**src/design/assert_macros.svh**
```systemverilog
// assertion macros used by the top-level design file
`ifndef ASSERT_MACROS_SVH
`define ASSERT_MACROS_SVH

// plain property, clocked on clk and disabled during reset
`define SOB_ASSERT(lbl, prop, msg) \
    lbl: assert property (@(posedge clk) disable iff (!rst_n) (prop)) else $error(msg);

// antecedent in one cycle, consequent in the next
`define SOB_ASSERT_NEXT(lbl, ante, cons, msg) \
    lbl: assert property (@(posedge clk) disable iff (!rst_n) (ante) |=> (cons)) \
        else $error(msg);

`endif

```
**src/design/sobel_pkg.sv**
```systemverilog
// package: word types, constants and lane control for the sobel edge unit
package sobel_pkg;

    localparam int DEF_MAX_WIDTH  = 1024;
    localparam int DEF_MAX_HEIGHT = 4096;

    localparam int PIX_W      = 8;
    localparam int RGB_W      = 3 * PIX_W;
    localparam int GRAD_W     = 11;
    localparam int SUM_W      = 21;
    localparam int ROOT_BITS  = 8;
    localparam int ROOT_IDX_W = $clog2(ROOT_BITS);
    localparam int NUM_LANES  = 3;
    localparam int NUM_TAPS   = 9;

    localparam int CFG_WIDTH_W  = 11;
    localparam int CFG_HEIGHT_W = 13;
    localparam int APB_DATA_W   = 32;
    localparam int APB_ADDR_W   = 3;

    localparam logic [CFG_WIDTH_W-1:0]  FRAME_WIDTH_RESET  = 11'd1024;
    localparam logic [CFG_HEIGHT_W-1:0] FRAME_HEIGHT_RESET = 13'd768;

    localparam logic REG_FRAME_WIDTH  = 1'b0;
    localparam logic REG_FRAME_HEIGHT = 1'b1;

    localparam logic KIND_DRAIN = 1'b1;

    localparam logic [PIX_W-1:0] MAG_MAX   = 8'd255;
    localparam logic [SUM_W-1:0] MAG_LIMIT = 21'd65280;

    typedef struct packed {
        logic             kind;
        logic [PIX_W-1:0] pixel_red;
        logic [PIX_W-1:0] pixel_green;
        logic [PIX_W-1:0] pixel_blue;
    } pix_word_t;

    typedef struct packed {
        logic [PIX_W-1:0] edge_red;
        logic [PIX_W-1:0] edge_green;
        logic [PIX_W-1:0] edge_blue;
        logic             frame_last;
    } edge_word_t;

    typedef struct packed {
        logic                  grad_en;
        logic                  sq_en;
        logic                  root_en;
        logic [ROOT_IDX_W-1:0] root_bit;
    } lane_ctrl_t;

endpackage

```
**src/design/sobel_merge.sv**
```systemverilog
// merge stage: gathers the three lane results into the output word register
module sobel_merge
    import sobel_pkg::*;
(
    input  logic             clk,
    input  logic             rst_n,
    input  logic             load,
    input  logic [PIX_W-1:0] mag_red,
    input  logic [PIX_W-1:0] mag_green,
    input  logic [PIX_W-1:0] mag_blue,
    input  logic             last,
    input  logic             stall,
    output logic             valid,
    output edge_word_t       word,
    output logic             room
);

    logic       valid_reg;
    logic       valid_next;
    edge_word_t word_reg;

    assign room  = !valid_reg || !stall;
    assign valid = valid_reg;
    assign word  = word_reg;

    always_comb
    begin
        valid_next = valid_reg;
        if (load)
        begin
            valid_next = 1'b1;
        end
        else if (valid_reg && !stall)
        begin
            valid_next = 1'b0;
        end
    end

    always_ff @(posedge clk or negedge rst_n)
    begin
        if (!rst_n)
        begin
            valid_reg <= 1'b0;
        end
        else
        begin
            valid_reg <= valid_next;
        end
    end

    always_ff @(posedge clk)
    begin
        if (load)
        begin
            word_reg.edge_red   <= mag_red;
            word_reg.edge_green <= mag_green;
            word_reg.edge_blue  <= mag_blue;
            word_reg.frame_last <= last;
        end
    end

endmodule
```
**config.mk**
```make
export PLATFORM = sky130hd
export DESIGN_NAME = sobel_merge
export DESIGN_NICKNAME = d
export VERILOG_FILES = /design/src/design/assert_macros.svh /design/src/design/sobel_pkg.sv /design/src/design/sobel_merge.sv
export SDC_FILE = /design/constraint.sdc
export NUM_CORES = 1
export LEC_CHECK = 0
export BUFFER_PORTS_ARGS = -buffer_cell sky130_fd_sc_hd__buf_2
export CAP_MARGIN = 20
export CELL_PAD_IN_SITES_DETAIL_PLACEMENT = 1
export CELL_PAD_IN_SITES_GLOBAL_PLACEMENT = 2
export CORE_ASPECT_RATIO = 2
export CORE_MARGIN = 3
export CORE_UTILIZATION = 27
export DETAILED_ROUTE_END_ITERATION = 6
export HOLD_SLACK_MARGIN = 0.02
export PLACE_DENSITY_LB_ADDON = 0.12
export RECOVER_POWER = 25
export SETUP_SLACK_MARGIN = 0.05
export SYNTH_ARGS = -nofsm -noshare
export SYNTH_HDL_FRONTEND = slang
export SYNTH_SLANG_ARGS = --single-unit
```
**constraint.sdc**
```tcl
create_clock -name clk -period 1.8 [get_ports clk]
set_clock_uncertainty 0.15 [all_clocks]
set_input_delay 0.54 -clock clk [delete_from_list [all_inputs] [get_ports clk]]
set_output_delay 0.54 -clock clk [all_outputs]
set_load 0.05 [all_outputs]
```
# Word-level counts from Yosys, hierarchy flattened
# Index checks and enable logic that the tools add are counted.
# W data, S select, Z words.
# op_classes
n_addsub,0
n_mul,0
div,0
magnitude_cmp,0
n_eq_ne,0
shift,0
n_mux,2
n_bitwise,0
n_reduce_logical,5
# op_table
cell,count
$logic_not A1 Y1,2
$mux W1,2
$reduce_bool A2 Y1,1
$logic_and A1 B1 Y1,1
$logic_or A1 B1 Y1,1
# word_totals
reg_bits,26
latchBits,0
ramBits,0
mem_bits_ro,0
inputBits,29
output_inout_bits,27
n_memories,0

# Logic depth before layout (Yosys ltp)
# Gate-level depths: netlist of run 1.
# depth
ltp_word,4
depth_mapped,1

# Worst setup path after synthesis of run 1
# No wires, ideal clock.
# synth_timing
kind,register to output
startpoint,register valid_reg (netlist: valid)
endpoint,output port room
t_arrival_ns,1.045
path_slack_ns,0.065
path_stages_with_launch,2
n_path_buf,0
path_cell_list,dfrtp_1 nand2_1
# synth_between
elab_chain_cells,2
# synth_lines
element,line_no,rtl
"start, declared",sobel_merge.sv:18,logic valid_reg;
"start signal, assigned",sobel_merge.sv:47,valid_reg <= valid_next;
$logic_not A1 Y1,sobel_merge.sv:22,assign room = !valid_reg || !stall;
$logic_or A1 B1 Y1,sobel_merge.sv:22,
"end, declared",sobel_merge.sv:15,output logic room
# No other way between the ends.

# Worst setup path in the final report of run 1
# Same ends and word-level chain as after synthesis.

==> key figures, run 1 <==
Timing
  • Slew margin rel.: 82.8%
  • Worst Slack Setup Final: 0.133 ns
  • Fin crit share: 92.6%
  • Max-slew violations: 0
  • Total Negative Setup Slacks: 0 ns
  • Worst-margin pin slew: 0.259 ns
  • Final number of setup-violating endpoints: 0
  • Min Tclk post-route: 1.67 ns
  • Hold Violations, Final: 0
  • Fmax achieved: 600 MHz
  • Unrepaired setup endpoints after global routing: false

Critical path
  • Worst-path cell chain: nand2_1 -> buf_2
  • CP endpoint kind: output pin
  • Worst reg-to-reg setup slack: 0.99 ns
  • WP data arrival: 0.98 ns
  • CP max stage cell: dfrtp_1
  • Critical register-to-register path startpoint: valid
  • Crit path to: room
  • CP Launch Type: flop
  • CP top delay family: flip-flops
  • Required time of the critical path: 1.11 ns
  • WS Path Type: reg -> out
  • Critical path depth in cells: 2
  • CP Max Fanout: 3
  • Buf+Inv Stages, Crit Path: 1
  • Worst r2r dst: valid
  • Crit-path max cell delay: 0.40 ns
  • Reg2reg path depth: 1
  • Worst Setup SP: valid

Layout
  • Area occupied by multi-input gates: 11.3 µm²
  • Nets: 119
  • Post-route insts no fill: 118
  • Layout area overhead: 49.1%
  • Final core occ: 42.4%
  • # diodes: 0
  • Fillers: 312
  • Layout cells sized above 1: 66.3%
  • Flip-flop count of the largest register after layout: 25
  • Register Area: 776 µm²

Route
  • Initial drt markers: 3
  • Final wirelength: 1560 µm
  • Detailed-route vias per instance: 4.25
  • Routed WL per cell: 13.2 µm
  • # DRC: 0
  • Routed Antenna Nets: 0
  • Drt pass-1 iters: 2
  • Via count: 502

Power and ir drop
  • Comb pwr share: 20.4%
  • Max IR drop VDD: 0.535 mV
  • Clk network pwr share: 24.1%
  • Static leakage: 0.515 nW
  • Sw Share: 28.6%
  • Seq pwr share: 55.5%
  • P_sw: 0.000374 W
  • Power Density: 1110 nW/µm²
  • Power Internal: 0.000931 W

Die
  • Total I/O pin count: 56
  • Initial Util: 28.4%
  • Die footprint: 3640 µm²
  • Die width: 44.2 µm
  • Chip Height: 82.4 µm
  • Core region area: 2770 µm²
  • # rows: 27

GRT
  • Initial antenna violation count: 0
  • Grt total ovfl: 0
  • Largest net degree at the start of global routing: 27
  • First-pass GRT wire length: 2280 µm
  • Vias in the first global route: 526
  • Gr usage total: 8.54%

Placed design
  • # port buffers: 55
  • Pre-CTS WS: 0.155 ns
  • HPWL after detailed placement: 1250 µm
  • Cell count after placement: 113
  • RD Place Congestion: 0.674

Clocking
  • Clk sinks: 26
  • Inserted Clock Buffers: 3
  • CTS tree: done
  • Worst-path clk slew: 0.08 ns
  • Longest Clk Path Bufs: 2
  • Skew-Pair Late Insertion Delay: 0.25 ns
  • CTS root buffer: clkbuf_8
  • H-tree depth: 1

Synth
  • Yosys top cell area share: 95.4%
  • Synthesized area: 787 µm²
  • Largest cells by area after synthesis: edfxtp_1 95%, dfrtp_1 3.2%, a21o_1 0.95%, nand2_1 0.48%
  • Synth area leader: edfxtp_1
  • Seq cells post-synth: 26
  • Yosys warning count: 0
  • Unique masters post-synth: 4
  • Mean Syn Cell Area: 28.1 µm²
  • Post-synthesis sequential area ratio: 98.6%
  • Cells after Synth: 28
  • Post-Syn Nets: 57

Hold path
  • Worst hold path class: in -> reg

Status
  • Status: finished, final reports clean

Flow run
  • Total of max-cap violations: 0
## worst min path at each step
stage | startpoint | end | slack, ns | cells past startpoint
2_1_floorplan | rst_n | valid | 0.09 | 0
3_3_place_gp | rst_n | valid | 0.17 | 1
3_5_place_dp | rst_n | valid | 0.17 | 1
4_1_cts | mag_green[0] | word[9] | 0.29 | 1
5_1_grt | mag_blue[2] | word[3] | 0.29 | 1
6_report | mag_green[0] | word[9] | 0.30 | 1
## layer usage
metal	up-vias	GRT usage (%)	share of wire [%]
li1	232	-	-
met1	229	9.14	30
met2	39	16.2	58
met3	2	1.52	11
met4	0	2.72	0.32
met5	-	0	0
## cell type report
class,count,share of cell area (%)
repair buffers,57,26.0
flip-flops and latches,26,66.1
well taps,29,3.09
clock buffers,4,3.84
multi-input cells,2,0.959
## cells in the mapped netlist
cell type and n:
edfxtp_1 25, a21o_1 1, dfrtp_1 1, nand2_1 1
## cell usage in the layout, fill, tap and decap left out
cell / count
buf_2: 55
edfxtp_1: 25
clkbuf_8: 3
nand2_1: 1
a21o_1: 1
clkbuf_1: 1
dlygate4sd3_1: 1
buf_12: 1
dfrtp_1: 1
## kinds of logic after synthesis
group	Yosys count	synth area share, %
DFF	26	98.6
and+or+nand+nor	1	0.476
AOI/OAI and AO/OA	1	0.954
## per-stage QoR
step           hold WS (ns)  total power [W]  area, µm²
6_report              0.302          0.00130       1170
3_5_place_dp          0.167          0.00101       1120
3_3_place_gp          0.166          0.00100       1120
5_1_grt               0.287          0.00137       1170
4_1_cts               0.294          0.00133       1170
2_1_floorplan        0.0944         0.000917        787
## power groups by stage
stage                     clock, W  sequential [W]  combinational [W]
after floorplan                  0        0.000910         0.00000744
after global placement           0        0.000737           0.000264
after detailed placement         0        0.000739           0.000268
after CTS                 0.000333        0.000726           0.000269
after global routing      0.000359        0.000729           0.000277
final                     0.000315        0.000724           0.000266
## timing repair
item,4_1_cts,5_1_grt
endpoints found under the hold margin,1,0
setup buffers,0,0
hold buffers,1,0
gates resized for setup,0,0
No activity file was read; power rests on OpenSTA's default activity.
==> run 2, diff against run 1 <==
Settings changed: CORE_MARGIN 3 to 5, CORE_UTILIZATION 27 to 28, CTS_BUF_LIST set to sky130_fd_sc_hd__clkbuf_8, RECOVER_POWER 25 to 100.
==> run 2 against run 1 <==
- register-to-register slack is essentially flat
- sequential cell count is the same
- critical path depth unchanged
- largest cell class unchanged
- combinational power is 2% lower
- critical path type unchanged
==> key figures, run 2 (same netlist as run 1, synthesis figures left out) <==
Status
  • Status: finished, final reports clean

Layout
  • Nets: 118
  • # diodes: 0
  • Post-route insts no fill: 117
  • Flip-flop count of the largest register after layout: 25
  • Most frequent cells in the layout: 28 x clkbuf_2, 26 x buf_2, 25 x edfxtp_1
  • Post-route cell area: 1150 µm²
  • Layout area overhead: 46.4%
  • Layout cells sized above 1: 64.8%
  • Most common cell after layout, fill and taps aside: clkbuf_2

Clocking
  • H-tree depth: 1
  • Clk sinks: 26
  • CTS root buffer: clkbuf_8
  • Longest Clk Path Bufs: 2
  • Skew-Pair Late Insertion Delay: 0.26 ns
  • CTS tree: done
  • Inserted Clock Buffers: 3
  • Worst-path clk slew: 0.08 ns
  • Setup bufs post-CTS: 0

Power and ir drop
  • Static leakage: 0.514 nW
  • Total power: 0.00130 W
  • Sw Share: 29.2%
  • Seq pwr share: 56.0%
  • P_sw: 0.000380 W
  • Max IR drop VDD: 0.549 mV
  • Comb pwr share: 20.0%
  • Clk network pwr share: 24.1%
  • Power Internal: 0.000920 W
  • Power Density: 1130 nW/µm²

GRT
  • Grt total ovfl: 0
  • Vias in the first global route: 605
  • Gr usage total: 9.52%
  • First-pass GRT wire length: 2720 µm
  • Initial antenna violation count: 0
  • Largest net degree at the start of global routing: 27

Route
  • Drt pass-1 iters: 3
  • Routed Antenna Nets: 0
  • Initial drt markers: 7
  • Final wirelength: 1700 µm
  • Detailed-route vias per instance: 4.25
  • Routed WL per cell: 14.6 µm
  • # DRC: 0
  • Via count: 497

Placed design
  • Cell count after placement: 112
  • Pre-CTS WS: 0.158 ns
  • # port buffers: 55
  • RD Place Congestion: 0.627
  • Placed Area: 1100 µm²

Critical path
  • Reg2reg path depth: 1
  • Worst-path cell chain: nand2_1 -> clkbuf_2
  • WP data arrival: 0.99 ns
  • Crit-path max cell delay: 0.40 ns
  • Required time of the critical path: 1.11 ns
  • CP top delay family: flip-flops
  • Critical path depth in cells: 2
  • CP endpoint kind: output pin
  • CP max stage cell: dfrtp_1
  • CP Max Fanout: 3
  • Buf+Inv Stages, Crit Path: 1
  • CP Launch Type: flop
  • WS Path Type: reg -> out

Timing
  • Max-slew violations: 0
  • Fin crit share: 93.1%
  • Min Tclk post-route: 1.68 ns
  • Slew margin rel.: 59.0%
  • Final number of setup-violating endpoints: 0
  • Worst-margin pin slew: 0.615 ns
  • Fmax achieved: 597 MHz
  • Worst Slack Setup Final: 0.124 ns
  • Total Negative Setup Slacks: 0 ns
  • Hold Violations, Final: 0
  • Unrepaired setup endpoints after global routing: false

Die
  • Die footprint: 4040 µm²
  • Die width: 47.5 µm
  • Initial Util: 28.8%
  • # rows: 27
  • Core region area: 2740 µm²
  • Chip Height: 85.0 µm
  • Total I/O pin count: 56

Hold path
  • Worst hold path class: in -> reg
  • Hold path cells: 1

Flow run
  • Total of max-cap violations: 0
run 2: changes by cell type in the layout (fill, tap and decap cells not counted), sizes merged:
cell    change
buf        -30
clkbuf     +28
inv         +1
run 2: what timing repair did:
action,4_1_cts,5_1_grt
resized for setup,0,0
endpoints found under the hold margin,1,0
hold buffers,1,0
run 2: layout make-up:
class | instances | area (µm²)
fillers | 305 | 1580
flip-flops and latches | 26 | 776
repair buffers | 56 | 284
clock buffers | 3 | 41.3
well taps | 29 | 36.3
multi-input cells | 2 | 11.3
clock inverters | 1 | 3.75
run 2: per-stage QoR:
stage	util (%)	hold slack, ns
finish	42.1	0.296
CTS	42.2	0.287
detailed placement	40.1	0.167
global placement	40.1	0.164
floorplan	-	0.0944
global route	42.1	0.276
run 2: worst paths after layout:
kind | startpoint | endpoint | slack (ns)
worst max register to register | valid | valid | 0.99
worst min register to register | valid | valid | 0.37
min in group asynchronous | rst_n | valid | 0.43
max in group asynchronous | rst_n | valid | 0.99
worst max-delay path | valid | room | 0.12
worst min-delay path | mag_green[4] | word[13] | 0.30
run 2: per-layer routing:
layer | global-route usage (%) | routed length [µm]
met5 | 0 | 0
met4 | 3.02 | 0
met1 | 8.09 | 530
met3 | 4.46 | 242
met2 | 17.6 | 930
run 2: power groups by stage:
| stage | clock, W | combinational (W) | sequential (W) |
|---|---|---|---|
| floorplan | 0 | 0.00000744 | 0.000910 |
| global placement | 0 | 0.000262 | 0.000738 |
| detailed placement | 0 | 0.000264 | 0.000740 |
| CTS | 0.000333 | 0.000265 | 0.000727 |
| global route | 0.000366 | 0.000271 | 0.000732 |
| finish | 0.000313 | 0.000260 | 0.000728 |
==> run 3, diff against run 2 <==
Settings changed: CORE_UTILIZATION 28 to 27, CTS_BUF_LIST sky130_fd_sc_hd__clkbuf_8 to sky130_fd_sc_hd__clkbuf_16, REMOVE_ABC_BUFFERS set to 1, SKIP_CTS_REPAIR_TIMING set to 1.
==> run 3 against run 2 <==
- sequential power is essentially flat
- sequential share of layout area shrank 2.2 points
- cell area is 3.4% higher
- clock-buffer cell count did not move
- power up 12%
- clock power up 51%
- final cell count grew 0.85%
- worst hold slack improved by 0.010 ns
- critical path type unchanged
==> key figures, run 3 (same netlist as run 1, synthesis figures left out) <==
Critical path
  • CP top delay family: flip-flops
  • Worst-path cell chain: nand2_1 -> clkbuf_2
  • WS Path Type: reg -> out
  • Critical register-to-register path startpoint: valid
  • Worst Setup SP: valid
  • WP data arrival: 0.98 ns
  • CP max stage cell: dfrtp_1
  • CP endpoint kind: output pin
  • Required time of the critical path: 1.11 ns
  • Crit-path max cell delay: 0.39 ns
  • CP Launch Type: flop
  • Buf+Inv Stages, Crit Path: 1
  • CP Max Fanout: 3

Clocking
  • H-tree depth: 1
  • Skew-Pair Late Insertion Delay: 0.25 ns
  • Clk sinks: 26
  • Longest Clk Path Bufs: 2
  • Worst-path clk slew: 0.06 ns
  • CTS root buffer: clkbuf_16
  • Inserted Clock Buffers: 3
  • CTS tree: done

Layout
  • Flip-flop count of the largest register after layout: 25
  • Nets: 119
  • Layout area overhead: 51.4%
  • Most common cell after layout, fill and taps aside: clkbuf_2
  • Most frequent cells in the layout: 28 x clkbuf_2, 27 x buf_2, 25 x edfxtp_1
  • Post-route cell area: 1190 µm²
  • Layout cells sized above 1: 65.2%
  • # diodes: 0

Die
  • Chip Height: 86.4 µm
  • Total I/O pin count: 56
  • Core region area: 2770 µm²
  • Initial Util: 28.4%
  • # rows: 27
  • Die width: 48.2 µm
  • Die footprint: 4160 µm²

Hold path
  • Hold path startpoint: mag_red[4]
  • Worst hold path class: in -> reg

Power and ir drop
  • Max IR drop VDD: 0.601 mV
  • Static leakage: 0.530 nW
  • Power Density: 1230 nW/µm²

Status
  • Status: finished, final reports clean

Timing
  • Worst-margin pin slew: 0.479 ns
  • Min Tclk post-route: 1.67 ns
  • Total Negative Setup Slacks: 0 ns
  • Fmax achieved: 598 MHz
  • WHS: 0.307 ns
  • Unrepaired setup endpoints after global routing: false
  • Fin crit share: 92.9%
  • Final number of setup-violating endpoints: 0
  • Slew margin rel.: 68.1%
  • Hold Violations, Final: 0
  • Max-slew violations: 0

Route
  • Detailed-route vias per instance: 4.26
  • Routed WL per cell: 14.0 µm
  • Via count: 503
  • Drt pass-1 iters: 3
  • Routed Antenna Nets: 0
  • # DRC: 0
  • Initial drt markers: 6
  • Final wirelength: 1660 µm

Flow run
  • Total of max-cap violations: 0

GRT
  • Grt total ovfl: 0
  • Vias in the first global route: 535
  • Gr usage total: 7.90%
  • Largest net degree at the start of global routing: 21
  • Initial antenna violation count: 0
  • First-pass GRT wire length: 2380 µm

Placed design
  • Placed Area: 1120 µm²
  • RD Place Congestion: 0.646
  • # port buffers: 55
-- run 3: through the flow --
step                setup WS [ns]  utilization [%]  instances  power [W]
CTS                         0.139             43.2        117    0.00149
finish                      0.128             43.0        118    0.00146
detailed placement          0.146             40.4        113    0.00101
floorplan                  0.0652                -         28   0.000917
global placement            0.166             40.4        113    0.00100
global route               0.0773             43.0        118    0.00152
-- run 3: path summary, 6_finish.rpt --
| path | endpoint | slack [ns] | cells past startpoint |
|---|---|---|---|
| max | room | 0.13 | 2 |
| min | word[21] | 0.31 | 1 |
| max reg2reg | valid | 1.00 | 1 |
| min reg2reg | valid | 0.35 | 1 |
| max in group asynchronous | valid | 0.98 | 2 |
| min in group asynchronous | valid | 0.43 | 2 |
-- run 3: final cells by class --
type | count | area, µm²
Sequential cell | 26 | 776
Timing Repair Buffer | 57 | 289
Fill cell | 301 | 1580
Multi-Input combinational cell | 2 | 11.3
Clock inverter | 1 | 3.75
Clock buffer | 3 | 75.1
Tap cell | 29 | 36.3
-- run 3: power breakdown --
part	leakage (nW)	switching [W]	total, W	internal [W]
Clock	0.0385	0.000178	0.000474	0.000296
Combinational	0.236	0.000207	0.000260	0.0000535
Sequential	0.255	0.0000119	0.000728	0.000716
Total	0.530	0.000396	0.00146	0.00107
-- run 3: routing by layer --
layer / vias up / wire length [µm] / track usage, %
met1: 234 / 495 / 8.01
met3: 0 / 258 / 3.33
met2: 38 / 904 / 14.2
li1: 231 / - / -
met5: - / 0 / 0
met4: 0 / 0 / 1.47
