File: src/design/assert_macros.svh
// assertion macros used by the top-level design file
`ifndef ASSERT_MACROS_SVH
`define ASSERT_MACROS_SVH

// plain property, clocked on clk and disabled during reset
`define SOB_ASSERT(lbl, prop, msg) \
    lbl: assert property (@(posedge clk) disable iff (!rst_n) (prop)) else $error(msg);

// antecedent in one cycle, consequent in the next
`define SOB_ASSERT_NEXT(lbl, ante, cons, msg) \
    lbl: assert property (@(posedge clk) disable iff (!rst_n) (ante) |=> (cons)) \
        else $error(msg);

`endif

File: src/design/sobel_pkg.sv
// package: word types, constants and lane control for the sobel edge unit
package sobel_pkg;

    localparam int DEF_MAX_WIDTH  = 1024;
    localparam int DEF_MAX_HEIGHT = 4096;

    localparam int PIX_W      = 8;
    localparam int RGB_W      = 3 * PIX_W;
    localparam int GRAD_W     = 11;
    localparam int SUM_W      = 21;
    localparam int ROOT_BITS  = 8;
    localparam int ROOT_IDX_W = $clog2(ROOT_BITS);
    localparam int NUM_LANES  = 3;
    localparam int NUM_TAPS   = 9;

    localparam int CFG_WIDTH_W  = 11;
    localparam int CFG_HEIGHT_W = 13;
    localparam int APB_DATA_W   = 32;
    localparam int APB_ADDR_W   = 3;

    localparam logic [CFG_WIDTH_W-1:0]  FRAME_WIDTH_RESET  = 11'd1024;
    localparam logic [CFG_HEIGHT_W-1:0] FRAME_HEIGHT_RESET = 13'd768;

    localparam logic REG_FRAME_WIDTH  = 1'b0;
    localparam logic REG_FRAME_HEIGHT = 1'b1;

    localparam logic KIND_DRAIN = 1'b1;

    localparam logic [PIX_W-1:0] MAG_MAX   = 8'd255;
    localparam logic [SUM_W-1:0] MAG_LIMIT = 21'd65280;

    typedef struct packed {
        logic             kind;
        logic [PIX_W-1:0] pixel_red;
        logic [PIX_W-1:0] pixel_green;
        logic [PIX_W-1:0] pixel_blue;
    } pix_word_t;

    typedef struct packed {
        logic [PIX_W-1:0] edge_red;
        logic [PIX_W-1:0] edge_green;
        logic [PIX_W-1:0] edge_blue;
        logic             frame_last;
    } edge_word_t;

    typedef struct packed {
        logic                  grad_en;
        logic                  sq_en;
        logic                  root_en;
        logic [ROOT_IDX_W-1:0] root_bit;
    } lane_ctrl_t;

endpackage

File: src/design/sobel_lane.sv
// one color lane: sobel gradients, sum of squares and bit-serial rounded root
module sobel_lane
    import sobel_pkg::*;
(
    input  logic                         clk,
    input  lane_ctrl_t                   ctrl,
    input  logic [NUM_TAPS-1:0][PIX_W-1:0] win,
    output logic [PIX_W-1:0]             mag
);

    logic signed [GRAD_W-1:0]   gx_reg;
    logic signed [GRAD_W-1:0]   gy_reg;
    logic signed [GRAD_W-1:0]   gx_next;
    logic signed [GRAD_W-1:0]   gy_next;
    logic [GRAD_W-2:0]          gx_pos;
    logic [GRAD_W-2:0]          gx_neg;
    logic [GRAD_W-2:0]          gy_pos;
    logic [GRAD_W-2:0]          gy_neg;
    logic signed [2*GRAD_W-1:0] gx_sq;
    logic signed [2*GRAD_W-1:0] gy_sq;
    logic [SUM_W-1:0]           s_reg;
    logic [SUM_W-1:0]           s_next;
    logic [PIX_W-1:0]           n_reg;
    logic [PIX_W-1:0]           n_next;
    logic [PIX_W-1:0]           trial;
    logic [2*PIX_W-1:0]         trial_sq;
    logic [2*PIX_W:0]           upper_bound;

    // taps: index = row * 3 + column
    always_comb
    begin
        gx_pos = {2'b00, win[2]} + {1'b0, win[5], 1'b0} + {2'b00, win[8]};
        gx_neg = {2'b00, win[0]} + {1'b0, win[3], 1'b0} + {2'b00, win[6]};
        gy_pos = {2'b00, win[6]} + {1'b0, win[7], 1'b0} + {2'b00, win[8]};
        gy_neg = {2'b00, win[0]} + {1'b0, win[1], 1'b0} + {2'b00, win[2]};
        gx_next = $signed({1'b0, gx_pos}) - $signed({1'b0, gx_neg});
        gy_next = $signed({1'b0, gy_pos}) - $signed({1'b0, gy_neg});
    end

    always_comb
    begin
        gx_sq  = gx_reg * gx_reg;
        gy_sq  = gy_reg * gy_reg;
        s_next = SUM_W'($unsigned(gx_sq)) + SUM_W'($unsigned(gy_sq));
    end

    // one result bit per step, most significant first
    always_comb
    begin
        trial    = n_reg | (PIX_W'(1) << ctrl.root_bit);
        trial_sq = trial * trial;
        n_next   = (SUM_W'(trial_sq) <= s_reg) ? trial : n_reg;
    end

    always_comb
    begin
        upper_bound = (2*PIX_W+1)'((2*PIX_W)'(n_reg) * (2*PIX_W)'(n_reg))
                    + (2*PIX_W+1)'(n_reg);
        if (s_reg > MAG_LIMIT)
        begin
            mag = MAG_MAX;
        end
        else if (s_reg > SUM_W'(upper_bound))
        begin
            mag = n_reg + PIX_W'(1);
        end
        else
        begin
            mag = n_reg;
        end
    end

    always_ff @(posedge clk)
    begin
        if (ctrl.grad_en)
        begin
            gx_reg <= gx_next;
            gy_reg <= gy_next;
        end
        if (ctrl.sq_en)
        begin
            s_reg <= s_next;
            n_reg <= '0;
        end
        else if (ctrl.root_en)
        begin
            n_reg <= n_next;
        end
    end

endmodule

File: config.mk
export PLATFORM = sky130hd
export DESIGN_NAME = sobel_lane
export DESIGN_NICKNAME = d
export VERILOG_FILES = /design/src/design/assert_macros.svh /design/src/design/sobel_pkg.sv /design/src/design/sobel_lane.sv
export SDC_FILE = /design/constraint.sdc
export NUM_CORES = 1
export LEC_CHECK = 0
export ABC_AREA = 1
export BUFFER_PORTS_ARGS = -buffer_cell sky130_fd_sc_hd__buf_4
export CORE_UTILIZATION = 55
export DETAILED_ROUTE_END_ITERATION = 10
export PLACE_DENSITY = 0.76
export SETUP_SLACK_MARGIN = 0.2
export SLEW_MARGIN = 0
export SYNTH_ARGS = -nofsm -noshare
export SYNTH_HDL_FRONTEND = slang
export SYNTH_SLANG_ARGS = --single-unit
File: constraint.sdc
create_clock -name clk -period 7.5 [get_ports clk]
set_clock_uncertainty 0.1 [all_clocks]
set_input_delay 1.5 -clock clk [delete_from_list [all_inputs] [get_ports clk]]
set_output_delay 1.5 -clock clk [all_outputs]
set_load 0.05 [all_outputs]
# After elaboration in Yosys (flattened, before gate mapping)
# Index checks and enable logic that the tools add are counted.
[totals] reg_bits=51 inputBits=79 out_inout_bits=8 wordCells=29
[op_classes] add_sub_neg=13 multipliers=4 magnitude_cmp=3 shift=1 n_mux=2 bitwise_logic=1 reduce_logical=1
[op_table] cell="11-bit by 11-bit multiplier with 21-bit output" count=2
[op_table] cell="10-bit by 8-bit adder with 10-bit output" count=4
[op_table] cell="8-bit by 9-bit adder with 10-bit output" count=4
[op_table] cell="8-bit by 8-bit multiplier with 16-bit output" count=2
[op_table] cell="10-bit by 10-bit subtractor with 11-bit output" count=2
[op_table] cell="21-bit adder" count=1
[op_table] cell="21-bit by 16-bit > comparator with 1-bit output (second input constant)" count=1
[op_table] cell="21-bit by 17-bit > comparator with 1-bit output" count=1
[op_table] cell="16-bit by 21-bit less-or-equal comparator with 1-bit output" count=1
[op_table] cell="16-bit by 8-bit adder with 17-bit output" count=1
[op_table] cell="8-bit 2-to-1 mux" count=2
[op_table] cell="8-bit by 1-bit adder with 8-bit output (second input constant)" count=1
[op_table] cell="8-bit bitwise OR" count=1
[op_table] cell="1-bit by 3-bit left shift with 8-bit output (first input constant)" count=1
[op_table] cell="2-bit AND reduction" count=1

# Logic depth before layout (Yosys ltp)
# Gate-level depths: netlist of run 1.
[logic_depth] depth_word=5 depth_mapped=31 mapped_depth_nobuf=31

# Worst setup path before layout of run 1
# No wires, ideal clock.
[synth_path] path_type="register to output" start="register n_reg[2]" end="output mag[1]" arrival_ns=5.135 t_required_ns=5.900 setup_slack_ns=0.765 path_stages_with_launch=27 n_path_buf=1 cell_sequence="dfxtp_1 > buf_2 > nand2_1 > inv_1 > fa_1 > fa_1 > fa_1 > inv_1 > fa_1 > inv_1 > ha_1 > nand2_1 > nor3_1 > nand2_1 > nand2_1 > nand2_1 > nand2_1 > a21oi_2 > xor2_1 > ha_1 > nand4_1 > nor3_2 > nand3_1 > nand3_2 > nand2_4 > nand2_1 > nand3_1"
[synth_between] elab_chain_len=5
[synth_lines] element="start, declared" line="sobel_lane.sv:23" text="logic [PIX_W-1:0] n_reg;"
[synth_lines] element="start signal, assigned" line="sobel_lane.sv:87" text="n_reg <= n_next;"
[synth_lines] element="8-bit by 8-bit multiplier with 16-bit output" line="sobel_lane.sv:57" text="upper_bound = (2*PIX_W+1)'((2*PIX_W)'(n_reg) * (2*PIX_W)'(n_reg))"
[synth_lines] element="16-bit by 8-bit adder with 17-bit output *" line="sobel_lane.sv:58" text="+ (2*PIX_W+1)'(n_reg);"
[synth_lines] element="21-bit by 17-bit > comparator with 1-bit output *" line="sobel_lane.sv:63" text="else if (s_reg > SUM_W'(upper_bound))"
[synth_lines] element="8-bit 2-to-1 mux *" line="sobel_lane.sv:63"
[synth_lines] element="8-bit 2-to-1 mux *" line="sobel_lane.sv:59" text="if (s_reg > MAG_LIMIT)"
[synth_lines] element="end, declared" line="sobel_lane.sv:8" text="output logic [PIX_W-1:0] mag"
# Every way passes the cells marked *; elsewhere a longest branch is shown, timed or not.

# Worst setup path after layout of run 1
[layout_path] start="register n_reg[2]" end="output mag[3]"
[layout_between] elab_chain_len=5 word_cells_on_any_way=6
[layout_lines] element="8-bit by 8-bit multiplier with 16-bit output" line="sobel_lane.sv:57"
[layout_lines] element="16-bit by 8-bit adder with 17-bit output" line="sobel_lane.sv:58"
[layout_lines] element="21-bit by 17-bit > comparator with 1-bit output" line="sobel_lane.sv:63"
[layout_lines] element="8-bit 2-to-1 mux *" line="sobel_lane.sv:63"
[layout_lines] element="8-bit 2-to-1 mux *" line="sobel_lane.sv:59"
# Marks and branches as above.

==> results of run 1 <==
==> what timing repair did <==
action,CTS,global route
buffers inserted,0,18
hold buffers,0,0
pin swaps,0,17
setup endpoints to repair,8,8
gates resized for setup,7,71
cloned,0,2
==> worst min-delay path, cell delays in order, from the launching register on <==
cell	delay, ps
dfxtp_4	370
inv_1	90
a21oi_1	70
==> routing by layer <==
layer | GRT usage | vias up | share of wire
met5 | 0 | - | 0
met4 | 0.07764 | 0 | 0.034
met3 | 0.02956 | 101 | 0.038
met2 | 0.4834 | 347 | 0.55
met1 | 0.2686 | 6192 | 0.38
li1 | - | 6005 | -
==> final cells by class <==
cell class / instances / share of cell area
multi-input combinational: 1274 / 0.7069
inverter: 631 / 0.1277
sequential: 51 / 0.07947
timing repair buffer: 120 / 0.05094
tap: 390 / 0.02618
clock buffer: 6 / 0.008054
clock inverter: 2 / 0.0008054
==> placed cells by master (no fill, tap or decap), types with 8 or more instances in the layout <==
| cell type | synthesis | final |
|---|---|---|
| inv_1 | 630 | 621 |
| fa_1 | 346 | 344 |
| nand2_1 | 342 | 332 |
| ha_1 | 197 | 192 |
| buf_4 | 2 | 110 |
| nor2_1 | 78 | 77 |
| a21oi_1 | 69 | 68 |
| nand3_1 | 57 | 50 |
| xor2_1 | 50 | 50 |
| edfxtp_1 | 43 | 43 |
| o21ai_0 | 23 | 23 |
| xnor2_1 | 21 | 21 |
| nand4_1 | 12 | 12 |
| nand3_2 | 4 | 11 |
| nand2_2 | 3 | 10 |
| a21o_1 | 8 | 8 |
| dfxtp_4 | 0 | 8 |
==> logic make-up (layout without fill, tap and decap cells) <==
| kind of cell | after synthesis | after routing | synth area share |
|---|---|---|---|
| buffers and inverters | 663 | 759 | 0.1483 |
| adder cells (fa/ha/maj) | 543 | 543 | 0.5544 |
| AND/OR/NAND/NOR | 524 | 526 | 0.1290 |
| AO/OA/AOI/OAI | 130 | 130 | 0.04380 |
| XOR/XNOR | 72 | 72 | 0.03767 |
| flip-flops | 51 | 51 | 0.08568 |
| other | 2 | 2 | 0.0004434 |
| multiplexers | 1 | 1 | 0.0005910 |
==> through the flow <==
stage | cell area (um^2) | std cells | utilization
global placement | 18050 | 2446 | 0.6025
finish | 18640 | 2474 | 0.6223
CTS | 18230 | 2454 | 0.6086
floorplan | 16940 | 1986 | -
global route | 18640 | 2474 | 0.6223
detailed placement | 18050 | 2446 | 0.6025
==> final timing paths <==
path	end	slack, ps	cells after the start
min	n_reg[2]$_SDFFE_PP0P_	460	2
min reg2reg	n_reg[2]$_SDFFE_PP0P_	460	2
max	mag[3]	360	28
max reg2reg	s_reg[20]$_DFFE_PP_	730	21
==> results.json, run 1 <==
{
  "outcome": "completed",
  "diodes": 0,
  "chipWidth_um": 177.5,
  "num_vias": 12650,
  "gp_congestion": 0.9264,
  "cp-start-kind": "flop",
  "clock_latency_ps": 310,
  "port_buffers": 78,
  "yosysMostFrequentCell": "inv_1",
  "place_hpwl_um": 31510,
  "worst_slack_ps": 361.3,
  "design.core.area_um2": 29950,
  "grt_max_degree": 23,
  "setup_viol": 0,
  "max_cap_viol_count": 0,
  "post-route-drc-count": 0,
  "final_hold_viol_count": 0,
  "viasPerCell": 5.111,
  "first_iter_violations": 600,
  "gr-total-overflow": 0,
  "r2r_start": "gy_reg[10]$_DFFE_PP_",
  "layout.nets": 2705,
  "h-tree-depth": 2,
  "place_ws_ps": 294.1,
  "antenna_found_initial": 0,
  "ys_seq_area_frac": 0.08568,
  "largest_register_ffs": 21,
  "synth_top_cell_by_area": "fa_1",
  "critPathTopFamily": "adder cells",
  "clk_pin_slew_worst_paths_ps": 70,
  "crit_type": "reg2out",
  "hold_class": "reg2reg",
  "worstHoldStart": "n_reg[2]$_SDFFE_PP0P_",
  "multi_input_area_um2": 13180,
  "areaGrowthSynthToFinish_pct": 10.05,
  "dr.pass1.iters": 6,
  "rsz0062_at_grt": "true",
  "io_pins": 87,
  "critPathCaptureType": "output pin",
  "worstSetupStartpoint": "n_reg[2]$_SDFFE_PP0P_",
  "slew_violations": 0,
  "ys_ff_latch": 51,
  "finalSetupTns_ps": 0,
  "ys.flop_type": "edfxtp_1",
  "yosysTopAreaCellShare": 0.4089,
  "die-area_um2": 31500,
  "min_period_ps": 7139,
  "die_height_um": 177.5,
  "antenna_left": 0,
  "critPathMostFrequentCell": "nand2_1",
  "crit_buf_inv": 7,
  "hold_ws_ps": 463.0,
  "syn_nets": 2608,
  "synthTopCellsByArea": "fa_1, ha_1, inv_1",
  "grt_pass1_wl_um": 61870,
  "start_util": 0.5655,
  "cp.required_ps": 5900,
  "crit_slowest_cell": "fa_2",
  "seq_area_um2": 1481,
  "syn-cell-area_um2": 16940,
  "cts_buffers": 5,
  "rows": 63,
  "drive_above_1_share": 0.09837,
  "cts_sinks": 51,
  "slew_headroom": 0.5846,
  "grtUsageTotal": 0.2452,
  "cts-root-buf": "clkbuf_16",
  "crit_arrival_ps": 5540,
  "max_freq_mhz": 140.1,
  "fin_crit_sh": 0.9518,
  "routed_wl_um": 36110,
  "crit_path_max_incr_delay_ps": 560,
  "synth_edf_count": 43,
  "ys_types": 46,
  "wire_per_inst_um": 14.60,
  "synthCells": 1986,
  "synth.avg_cell_area_um2": 8.529,
  "clk_path_buf_depth": 2,
  "num-fill-cells": 2492,
  "synth_commonest_cells": "inv_1, fa_1, nand2_1",
  "async_reset_ff_frac": 0,
  "grt_pass1_vias": 13890,
  "tightest_slew_ps": 623.0,
  "ys.warnings.count": 0,
  "worstPathMaxFanout": 5,
  "cts_tree": "done"
}
Power of run 1 is not shown: default switching activity piles up to over one toggle a cycle in this logic, so the estimate is an artifact.
==> run 2: changes to the inputs <==
CORE_ASPECT_RATIO = 1.4   (was unset)
==> run 2 against run 1 <==
  * First-iteration DRC count shrank 20%
  * Core utilization down 0.58 points
  * Via count barely moved
  * Largest cell class unchanged
  * Highest routed layer unchanged
==> results.json, run 2 (synthesized netlist as in run 1, its figures left out) <==
{
  "outcome": "completed",
  "critPathMostFrequentCell": "nand2_1",
  "cts_tree": "done",
  "r2r_slack_ps": 760,
  "wl_met3_um": 1249,
  "place_hpwl_um": 32910,
  "dpl.cell_count": 2447,
  "place_area_um2": 18090,
  "cp-start-kind": "flop",
  "hold_class": "reg2reg",
  "setup_viol": 0,
  "routed_wl_um": 37550,
  "fin_crit_sh": 0.9526,
  "die-area_um2": 31510,
  "viasPerCell": 5.138,
  "h-tree-depth": 2,
  "wire_per_inst_um": 15.25,
  "grt_pass1_wl_um": 62640,
  "grtUsageTotal": 0.2540,
  "start_util": 0.5623,
  "areaGrowthSynthToFinish_pct": 9.640,
  "antenna_found_initial": 0,
  "num_vias": 12660,
  "chipWidth_um": 150.3,
  "worstPathMaxFanout": 8,
  "mostFrequentLayoutCells": "inv_1, fa_1, nand2_1",
  "critPathCaptureType": "output pin",
  "finalSetupTns_ps": 0,
  "worstSetupStartpoint": "n_reg[4]$_SDFFE_PP0P_",
  "post-route-drc-count": 0,
  "largest_register_ffs": 21,
  "min_period_ps": 7145,
  "crit_path_max_incr_delay_ps": 510,
  "cts_hold_buffers": 0,
  "cp.required_ps": 5900,
  "design.core.area_um2": 30120,
  "final_cells": 2463,
  "reg2reg_to": "s_reg[20]$_DFFE_PP_",
  "first_iter_violations": 479,
  "tightest_slew_ps": 612.5,
  "max_cap_viol_count": 0,
  "slew_violations": 0,
  "drive_above_1_share": 0.09480,
  "gr-total-overflow": 0,
  "crit_slowest_cell": "fa_2",
  "crit_type": "reg2out",
  "grt_max_degree": 23,
  "r2r_start": "gy_reg[10]$_DFFE_PP_",
  "routed.top_layer": "met4",
  "route.met2.wl_um": 21440,
  "io_pins": 87,
  "hold_ws_ps": 636.0,
  "dr.pass1.iters": 5,
  "cts-root-buf": "clkbuf_16",
  "cts_sinks": 51,
  "rows": 75,
  "cts_buffers": 5,
  "die_height_um": 209.6,
  "antenna_left": 0,
  "final_common_cell": "inv_1",
  "fin_area_um2": 18570,
  "crit_arrival_ps": 5540,
  "wl_met1_um": 12670,
  "final_hold_viol_count": 0,
  "clk_pin_slew_worst_paths_ps": 70,
  "port_buffers": 78,
  "slew_headroom": 0.5917,
  "diodes": 0,
  "grt_pass1_vias": 14140,
  "clk_path_buf_depth": 2,
  "r2r_cells": 21,
  "crit_end": "mag[4]",
  "layout.nets": 2699,
  "max_freq_mhz": 140.0,
  "gp_congestion": 0.9360,
  "rsz0062_at_grt": "true",
  "clock_latency_ps": 310
}
## run 2: changes by cell type in the layout (fill, tap and decap cells not counted), moves of 3 or more
cell     before  now
nand2_1     332  335
inv_1       621  626
buf_4       110  104
inv_2         7    3
## run 2: per-layer routing
layer  GRT usage  up-vias
li1            -     5976
met3     0.02065      126
met1      0.2456     6242
met5           0        -
met4      0.1358        0
met2      0.5126      311
## run 2: cell type report
class / count / area (um^2)
clock buffer: 5 / 125.1
clock inverter: 3 / 18.77
fill: 2526 / 11550
inverter: 631 / 2375
multi-input combinational: 1273 / 13170
sequential: 51 / 1481
tap: 385 / 481.7
timing repair buffer: 115 / 917.1
## run 2: how the worst min path moves through the flow
stage | from | to | slack, ps | depth (start not counted)
floorplan | n_reg[7]$_SDFFE_PP0P_ | n_reg[7]$_SDFFE_PP0P_ | 430 | 2
global placement | n_reg[4]$_SDFFE_PP0P_ | n_reg[4]$_SDFFE_PP0P_ | 620 | 2
detailed placement | n_reg[4]$_SDFFE_PP0P_ | n_reg[4]$_SDFFE_PP0P_ | 620 | 2
CTS | n_reg[4]$_SDFFE_PP0P_ | n_reg[4]$_SDFFE_PP0P_ | 580 | 2
global route | n_reg[7]$_SDFFE_PP0P_ | n_reg[7]$_SDFFE_PP0P_ | 650 | 3
finish | n_reg[1]$_SDFFE_PP0P_ | n_reg[1]$_SDFFE_PP0P_ | 640 | 3
## run 2: worst max-delay path: cells and delay by family, from the launching register on
| family | cells | cell delay [ps] |
|---|---|---|
| adders and majority gates | 6 | 2370 |
| and+or+nand+nor | 12 | 1250 |
| buffers and inverters | 6 | 600 |
| DFF | 1 | 380 |
| xor gates and xnor gates | 1 | 340 |
| AOI/OAI and AO/OA | 2 | 320 |
## run 2: stage by stage
| stage | worst slack (ps) | util |
|---|---|---|
| 6_report | 355.4 | 0.6165 |
| 3_3_place_gp | 393.3 | 0.6005 |
| 5_1_grt | 75.29 | 0.6165 |
| 2_1_floorplan | 764.7 | - |
| 3_5_place_dp | 293.1 | 0.6005 |
| 4_1_cts | 225.8 | 0.6062 |
## run 2: what timing repair did
| action | 4_1_cts | 5_1_grt |
|---|---|---|
| setup buffers | 0 | 7 |
| gates resized for setup | 12 | 63 |
| pin swaps | 0 | 18 |
| endpoints found under the setup margin | 8 | 16 |
| endpoints found under the hold margin | 0 | 0 |
| cloned | 0 | 1 |
Power of run 2 is left out for the same reason.
==> run 3: changes to the inputs <==
CORE_MARGIN = 2   (was unset)
clock period = 9.2 ns   (was 7.5 ns; I/O delays follow)
==> run 3 against run 2 <==
  * Global-route usage fell by 1.9 points
  * Count of clock-buffer cells in the layout did not move
  * Setup slack improved by 750 ps
  * Highest routed layer unchanged
  * Wire length fell by 6.1%
==> results.json, run 3 (synthesized netlist as in run 1, its figures left out) <==
{
  "chipWidth_um": 152.3,
  "clk_path_buf_depth": 2,
  "num_vias": 12380,
  "worstPathMaxFanout": 11,
  "cp-start-kind": "flop",
  "route.met2.wl_um": 20750,
  "grt_pass1_wl_um": 61900,
  "setup_viol": 0,
  "max_cap_viol_count": 0,
  "min_period_ps": 8094,
  "die-area_um2": 32240,
  "die_height_um": 211.6,
  "num-fill-cells": 2625,
  "cts_resized": 0,
  "final_hold_viol_count": 0,
  "antenna_left": 0,
  "gr-total-overflow": 0,
  "tightest_slew_ps": 695.0,
  "rsz0062_at_grt": "false",
  "cts-root-buf": "clkbuf_16",
  "finalSetupTns_ps": 0,
  "port_buffers": 78,
  "grt_max_degree": 23,
  "dr.pass1.iters": 5,
  "wire_per_inst_um": 14.48,
  "viasPerCell": 5.080,
  "routed_wl_um": 35280,
  "layout.nets": 2668,
  "io_pins": 87,
  "fin_crit_sh": 0.8798,
  "cts_hold_buffers": 0,
  "grt_pass1_vias": 14100,
  "grtUsageTotal": 0.2348,
  "max_freq_mhz": 123.6,
  "post-route-drc-count": 0,
  "wl_met3_um": 954,
  "outcome": "completed",
  "hold_class": "reg2reg",
  "cp.required_ps": 7260,
  "cts_sinks": 51,
  "antenna_found_initial": 0,
  "final_common_cell": "inv_1",
  "slew_headroom": 0.5362,
  "largest_register_ffs": 21,
  "areaGrowthSynthToFinish_pct": 6.692,
  "drive_above_1_share": 0.06058,
  "clock_latency_ps": 320,
  "crit_path_max_incr_delay_ps": 600,
  "mostFrequentLayoutCells": "inv_1, fa_1, nand2_1",
  "h-tree-depth": 2,
  "clk_pin_slew_worst_paths_ps": 80,
  "routed.top_layer": "met4",
  "wl_met1_um": 12370,
  "cts_tree": "done",
  "critPathCaptureType": "output pin",
  "slew_violations": 0,
  "design.core.area_um2": 30520,
  "crit_arrival_ps": 6150,
  "place_hpwl_um": 31300,
  "gp_congestion": 0.8825,
  "crit_type": "reg2out",
  "cts_buffers": 5,
  "start_util": 0.5549,
  "postCtsSetupRepairBufs": 0,
  "rows": 76,
  "crit_slowest_cell": "dfxtp_1",
  "diodes": 0,
  "first_iter_violations": 495
}
run 3: cell count changes in the layout (fill, tap and decap cells not counted), sizes merged:
| cell | before | now |
|---|---|---|
| buf | 115 | 85 |
| clkinv | 2 | 0 |
| clkinvlp | 1 | 0 |
| inv | 631 | 634 |
| nand3 | 62 | 61 |
run 3: stage by stage:
step	setup WS, ps	std cells	hold slack [ps]	utilization	instance area [um^2]
floorplan	2125	1986	431.7	-	16940
global route	677.9	2437	659.3	0.5921	18070
detailed placement	1502	2429	603.9	0.5871	17920
global placement	1593	2429	584.7	0.5871	17920
CTS	1141	2437	614.2	0.5921	18070
finish	1106	2437	609.9	0.5921	18070
run 3: path summary, 6_finish.rpt:
kind	start	slack (ps)	depth (start not counted)	to
max	n_reg[7]$_SDFFE_PP0P_	1110	28	mag[5]
max reg2reg	gy_reg[10]$_DFFE_PP_	2310	21	s_reg[20]$_DFFE_PP_
min reg2reg	n_reg[0]$_SDFFE_PP0P_	610	2	n_reg[0]$_SDFFE_PP0P_
min	n_reg[0]$_SDFFE_PP0P_	610	2	n_reg[0]$_SDFFE_PP0P_
run 3: area by class of cell:
cell class	instances	area (um^2)	area share
Multi-Input combinational cell	1272	12970	0.7179
Inverter	631	2369	0.1311
Sequential cell	51	1451	0.08031
Timing Repair Buffer	85	638.1	0.03531
Tap cell	390	488.0	0.02700
Clock buffer	5	125.1	0.006923
Clock inverter	3	26.28	0.001454
run 3: per-layer routing:
layer | vias up | track usage
met5 | - | 0
met4 | 0 | 0.08315
met3 | 92 | 0.01760
met2 | 261 | 0.4927
met1 | 6102 | 0.2380
li1 | 5925 | -
run 3: critical path: cells and delay by family (launching register included):
| family | cells | cell delay (ps) |
|---|---|---|
| flops | 1 | 600 |
| fa+ha+maj | 6 | 2720 |
| compound gates | 3 | 360 |
| simple gates | 11 | 1100 |
| xor+xnor | 1 | 230 |
| buf+inv | 7 | 820 |
Power of run 3 is left out for the same reason.
